## src/hsa_pkg.sv

```systemverilog
// hsa_pkg: shared constants, types and codes for the handle slot allocator
// no dependencies; imported by every module of the block
`timescale 1ns / 1ps

package hsa_pkg;

  localparam int SLOTS    = 64;
  localparam int RESERVED = 4;
  localparam int KEY_BITS = 32;

  localparam int SLOT_W   = $clog2(SLOTS);
  localparam int CAP_W    = 7;
  localparam int HANDLE_W = 32;
  localparam int RS_W     = 2;
  localparam int FUNC_W   = 2;
  localparam int CMP_W    = (CAP_W > SLOT_W + 1) ? CAP_W : SLOT_W + 1;

  localparam logic [CAP_W-1:0] CAP_RESET = CAP_W'(64);

  typedef logic [KEY_BITS-1:0] key_t;
  typedef logic [SLOT_W-1:0]   slot_idx_t;

  typedef enum logic [FUNC_W-1:0] {
    FN_FIND_ADD = 2'd0,
    FN_ADD_RES  = 2'd1,
    FN_REMOVE   = 2'd2,
    FN_FIND     = 2'd3
  } func_t;

  // write request into the key store
  typedef struct packed {
    logic      en;
    slot_idx_t addr;
    key_t      key;
  } key_wr_t;

endpackage

```

## src/hsa_key_store.sv

```systemverilog
// hsa_key_store: key memory with one registered read port and the shared key comparator
// depends on hsa_pkg
`timescale 1ns / 1ps

module hsa_key_store (
  input  logic             clk,
  input  hsa_pkg::slot_idx_t rd_addr,
  input  hsa_pkg::key_t    cmp_key,
  input  hsa_pkg::key_wr_t wr,
  output logic             key_eq
);
  import hsa_pkg::*;

  key_t mem [SLOTS];
  key_t rd_key;

  always_ff @(posedge clk) begin
    if (wr.en) begin
      mem[wr.addr] <= wr.key;
    end
    rd_key <= mem[rd_addr];
  end

  // compare the key read last cycle against the key of the item
  assign key_eq = (rd_key == cmp_key);

endmodule

```

## src/handle_slot_allocator.sv

```systemverilog
// handle_slot_allocator: top level, sequencer, used and mapped marks, result register
// depends on hsa_pkg and hsa_key_store
`timescale 1ns / 1ps

// Maps handle keys to slots. An item is taken when start is high and busy is low; its result
// shows on slot, hit, was_new and full_res for the one cycle in which done is high, and it
// cannot be held off. Each item walks the key memory one slot per cycle through a single
// read port and comparator, looking for the handle and the lowest free slot in the same pass,
// then goes through the drain and commit states before done rises. busy is low again in the
// strobe cycle, so the next item may be taken at the edge that ends it. capacity may be
// written only while busy is low and no strobe is pending.

module handle_slot_allocator (
  input  logic                          clk,
  input  logic                          rst,
  input  logic                          start,
  output logic                          busy,
  input  logic [hsa_pkg::FUNC_W-1:0]    func,
  input  logic [hsa_pkg::HANDLE_W-1:0]  handle,
  input  logic [hsa_pkg::RS_W-1:0]      reserved_slot,
  input  logic                          cfg_wr_en,
  input  logic [hsa_pkg::CAP_W-1:0]     cfg_wr_data,
  output logic                          done,
  output logic [hsa_pkg::SLOT_W-1:0]    slot,
  output logic                          hit,
  output logic                          was_new,
  output logic                          full_res
);
  import hsa_pkg::*;

  typedef enum logic [1:0] {
    ST_IDLE,
    ST_SCAN,
    ST_DRAIN,
    ST_COMMIT
  } state_t;

  state_t          state;
  logic [CAP_W-1:0] capacity;
  func_t           op;
  key_t            key;
  logic [RS_W-1:0] rs;
  slot_idx_t       idx;
  slot_idx_t       cmp_idx;
  logic            cmp_vld;
  logic            found;
  slot_idx_t       found_idx;
  logic            free_found;
  slot_idx_t       free_idx;
  logic [SLOTS-1:0] used;
  logic [SLOTS-1:0] mapped;

  logic            key_eq;
  logic            match;
  logic            free_here;
  key_wr_t         wr;
  logic            set_en;
  slot_idx_t       set_idx;
  logic            clr_en;
  slot_idx_t       res_slot;
  logic            res_hit;
  logic            res_new;
  logic            res_full;
  logic            rs_ok;

  hsa_key_store u_key_store (
    .clk     (clk),
    .rd_addr (idx),
    .cmp_key (key),
    .wr      (wr),
    .key_eq  (key_eq)
  );

  assign busy  = (state != ST_IDLE);
  assign match = cmp_vld && mapped[cmp_idx] && key_eq && !found;

  // lowest slot below capacity whose used mark is clear
  assign free_here = (state == ST_SCAN) && !free_found && !used[idx] &&
                     (CMP_W'(idx) < CMP_W'(capacity));

  assign rs_ok = (CMP_W'(rs) < CMP_W'(RESERVED));

  always_comb begin
    wr       = '0;
    wr.key   = key;
    set_en   = 1'b0;
    set_idx  = '0;
    clr_en   = 1'b0;
    res_slot = found ? found_idx : '0;
    res_hit  = found;
    res_new  = 1'b0;
    res_full = 1'b0;
    unique case (op)
      FN_FIND_ADD: begin
        if (!found) begin
          if (free_found) begin
            set_en   = 1'b1;
            set_idx  = free_idx;
            res_slot = free_idx;
            res_new  = 1'b1;
          end else begin
            res_full = 1'b1;
          end
        end
      end
      FN_ADD_RES: begin
        if (!found && rs_ok) begin
          set_en   = 1'b1;
          set_idx  = SLOT_W'(rs);
          res_slot = SLOT_W'(rs);
        end
      end
      FN_REMOVE: begin
        clr_en = found;
      end
      FN_FIND: begin
      end
      default: begin
      end
    endcase
    wr.en   = set_en && (state == ST_COMMIT);
    wr.addr = set_idx;
  end

  always_ff @(posedge clk) begin
    if (rst) begin
      state    <= ST_IDLE;
      capacity <= CAP_RESET;
      done     <= 1'b0;
      cmp_vld  <= 1'b0;
      mapped   <= '0;
      for (int i = 0; i < SLOTS; i++) begin
        used[i] <= (i < RESERVED);
      end
    end else begin
      done <= 1'b0;
      if (cfg_wr_en) begin
        capacity <= cfg_wr_data;
      end
      cmp_vld <= (state == ST_SCAN);
      cmp_idx <= idx;
      if (match) begin
        found     <= 1'b1;
        found_idx <= cmp_idx;
      end
      if (free_here) begin
        free_found <= 1'b1;
        free_idx   <= idx;
      end
      unique case (state)
        ST_IDLE: begin
          if (start) begin
            op         <= func_t'(func);
            key        <= KEY_BITS'(handle);
            rs         <= reserved_slot;
            idx        <= '0;
            found      <= 1'b0;
            free_found <= 1'b0;
            state      <= ST_SCAN;
          end
        end
        ST_SCAN: begin
          if (idx == SLOT_W'(SLOTS - 1)) begin
            state <= ST_DRAIN;
          end else begin
            idx <= idx + 1'b1;
          end
        end
        ST_DRAIN: begin
          state <= ST_COMMIT;
        end
        ST_COMMIT: begin
          if (set_en) begin
            used[set_idx]   <= 1'b1;
            mapped[set_idx] <= 1'b1;
          end
          if (clr_en) begin
            used[found_idx]   <= 1'b0;
            mapped[found_idx] <= 1'b0;
          end
          slot     <= res_slot;
          hit      <= res_hit;
          was_new  <= res_new;
          full_res <= res_full;
          done     <= 1'b1;
          state    <= ST_IDLE;
        end
        default: begin
          state <= ST_IDLE;
        end
      endcase
    end
  end

endmodule

```

## config.mk

```make
export PLATFORM = sky130hd
export DESIGN_NAME = handle_slot_allocator
export DESIGN_NICKNAME = d
export VERILOG_FILES = /design/src/hsa_pkg.sv /design/src/hsa_key_store.sv /design/src/handle_slot_allocator.sv
export SDC_FILE = /design/constraint.sdc
export NUM_CORES = 2
export LEC_CHECK = 0
export ABC_AREA = 1
export BUFFER_PORTS_ARGS = -buffer_cell sky130_fd_sc_hd__buf_2
export CAP_MARGIN = 25
export CORE_UTILIZATION = 50
export DETAILED_ROUTE_END_ITERATION = 8
export PLACE_DENSITY_LB_ADDON = 0.2
export SETUP_SLACK_MARGIN = 0.2
export SLEW_MARGIN = 0
export SYNTH_ARGS = -nofsm -noshare
export SYNTH_HDL_FRONTEND = slang
export SYNTH_SLANG_ARGS = --single-unit
```

## constraint.sdc

```tcl
create_clock -name clk -period 5.7 [get_ports clk]
set_clock_uncertainty 0.1 [all_clocks]
set_input_delay 0 -clock clk [delete_from_list [all_inputs] [get_ports clk]]
set_output_delay 0 -clock clk [all_outputs]
set_load 0.005 [all_outputs]
```

==> impl_metrics.yaml <==
critical_path:
  startpoint_type: "register"
  cp_max_fo: 26
  path_common_cell: "nand2_1"
  crit_start: "found$_DFFE_PN_"
  critPathSlowestCell: "inv_2"
  r2r-start: "found$_DFFE_PN_"
  cpPeakStageDelay_ps: 780
  reg2reg_depth: 10
  cp_num_buf_inv: 5
  end_kind: "register"
  cp.arrival_ps: 4520
  required_ps: 6150
  cpLargestDelayFamily: "buffers and inverters"
  critical_path_class: "reg2reg"
  ff2ff_setup_slack_ps: 1630
  timing.rr.end: "u_key_store.mem[7][1]$_DFFE_PP_"
  path_cells: "inv_1, nand4_2, inv_2, nand2_1, nand2_1, nand3_1, inv_1, nand2_1, inv_2, buf_4"
cells_and_area:
  nNetsFinal: 7215
  final_cell_mix: "2119 x edfxtp_1, 1346 x nor2_1, 1082 x o21ai_0, 514 x nand2_1, 328 x nand3_1"
  drive_above_1_share: 0.0842
  nFillCells: 14329
  syn2layout_area_growth_pct: 12.7
  layout_commonest_cell: "edfxtp_1"
die:
  num_io_pins: 58
  dieArea_mm2: 0.181
  die_h_um: 425
  fp.dieW_um: 425
  start_util: 0.503
  rows: 155
  core_mm2: 0.178
global_route:
  top_usage_layer: "met2"
  grt_use_met2: 0.430
  use_met1: 0.425
  globalRoute.totalOverflow: 0
  grt.total_usage: 0.284
  antenna_found_initial: 9
  grt_pass1_wl_um: 379000
  grt_use_met3: 0.0473
  grt_pass1_vias: 56274
  grt_max_degree: 208
yosys:
  syn_area_per_cell_um2: 12.7
  ys.flop_type: "edfxtp_1"
  ys_top_cells_by_area: "edfxtp_1 71%, o21ai_0 6.0%, nor2_1 5.8%"
  syn_inst: 7079
  yosysWarnings: 0
  yosysTopAreaCell: "edfxtp_1"
  synth-edff-count: 2119
  ys_seq_area_frac: 0.748
  synth.cell_area_mm2: 0.0896
  synth_top_area_frac: 0.710
  synthArstFlopShare: 0
  synth_fp_nets: 7136
  yosys.cell_types.count: 39
  ys_seq_elements: 2290
power_and_ir_drop:
  p_per_area_mw_per_mm2: 415
  vdd_drop_max_uv: 296
  power_w: 0.0419
  leakagePower_nw: 32.8
sta:
  fin_tns_setup_ps: 0
  min_period_over_period: 0.714
  fmax_mhz: 246
  hold_violations: 0
  setup_viol: 0
  fin_crit_ps: 4070
  slew_viol_final: 0
  whs_ps: 204
  fin_ws_ps: 1630
  rsz0062_at_grt: "false"
  tightest_slew_ps: 1140
  max_slew_margin: 0.241
route:
  drt-initial-drc-count: 8004
  wl_per_cell_um: 26.7
  dr.pass1.iters: 6
  postRouteAntennaNets: 0
  drc: 0
  via_count: 59572
  drt-total-wl_um: 259000
  via_per_inst: 6.13
run_status:
  status: "finished clean"
clock_network:
  tritoncts: "built"
  ctsResizeCount: 0
  clkSinkCount: 2290
  cts_setup_buffers: 0
  clock-root-buffer: "clkbuf_16"
  htreeDepth: 4
  cts_buffers: 223
  clk_latency_ps: 860
  clk_pin_slew_worst_paths_ps: 60
  clk_path_buf_depth: 3
placed_design:
  gp_congestion: 0.928
  place_hpwl_um: 144000
  io_buffers: 57
  dp_slack_ps: 1640
min_path:
  whs_endpoint: "mapped[5]$_SDFFE_PP0P_"
  worstHoldStart: "rst"
  worstHoldPathCells: 4
  hold_class: "in2reg"
flow_run:
  cap_violations: 0
[area by class of cell]
type | instances | area, µm² | share of cell area
flip-flops and latches | 2290 | 67100 | 0.664
multi-input cells | 4140 | 20100 | 0.199
clock buffers | 302 | 6130 | 0.0607
repair buffers | 318 | 3000 | 0.0297
well taps | 2355 | 2950 | 0.0292
clock inverters | 119 | 1050 | 0.0104
inverters | 185 | 722 | 0.00715
diodes | 7 | 17.5 | 0.000173
[synth_stat cells (all sizes together) (8+ instances only)]
cell / instances
edfxtp: 2119
nor2: 1384
o21ai: 1130
nand2: 515
nand3: 328
clkbuf: 297
o22ai: 294
inv: 181
dfxtp: 171
buf: 167
o211ai: 142
a21oi: 137
o221ai: 125
nand4: 32
nor3: 15
ha: 10
xnor2: 8
[worst reg2reg max path: stages, from the launching register on]
cell and delay (ps):
edfxtp_1 450, inv_1 300, nand4_2 240, inv_2 150
nand2_1 60, nand2_1 180, nand3_1 570, inv_1 440
nand2_1 140, inv_2 780, buf_4 340
[stage by stage]
stage	instance area, µm²	utilization	std cells
after floorplan	89600	-	7079
after global placement	92400	0.518	9172
after detailed placement	92800	0.521	9190
after CTS	101000	0.566	9707
after global routing	101000	0.566	9709
final	101000	0.567	9716
[registers in the layout, indices dropped and copies added, names as in the netlist, 2 cells and up]
| register | cells |
|---|---|
| u_key_store.mem | 2048 |
| mapped | 64 |
| used | 64 |
| key | 32 |
| u_key_store.rd_key | 32 |
| capacity | 7 |
| cmp_idx | 6 |
| found_idx | 6 |
| free_idx | 6 |
| idx | 6 |
| slot | 6 |
| op | 2 |
| rs | 2 |
| state | 2 |
[power breakdown]
group | switching [W] | total [W] | internal, W
clock network | 0.00631 | 0.0145 | 0.00824
logic | 0.00621 | 0.00837 | 0.00216
registers | 0.000224 | 0.0190 | 0.0188
total | 0.0127 | 0.0419 | 0.0292
[per-layer routing]
metal	part of all wire	vias up
li1	-	26182
met3	0.099	413
met2	0.45	3195
met1	0.42	29776
met4	0.024	6
met5	0.00015	-
[cell families after synthesis]
| kind of cell | synth area share |
|---|---|
| XOR/XNOR | 0.00108 |
| buffers and inverters | 0.0311 |
| AO/OA/AOI/OAI | 0.116 |
| flip-flops | 0.748 |
| AND/OR/NAND/NOR | 0.102 |
| adder cells (fa/ha/maj) | 0.00140 |
[worst max path at each step]
stage	end	slack, ps	cells after the start
final	u_key_store.mem[7][1]$_DFFE_PP_	1630	10
after global routing	u_key_store.mem[7][0]$_DFFE_PP_	1480	10
after CTS	found_idx[5]$_DFFE_PP_	1620	10
after detailed placement	found_idx[5]$_DFFE_PP_	1640	10
after global placement	found_idx[4]$_DFFE_PP_	1740	10
after floorplan	u_key_store.mem[56][0]$_DFFE_PP_	840	7
[repair_timing]
item | 4_1_cts | 5_1_grt
setup endpoints to repair | 0 | 0
endpoints found under the hold margin | 85 | 0
hold buffers | 96 | 0
Power figures use the tool's default switching activity.
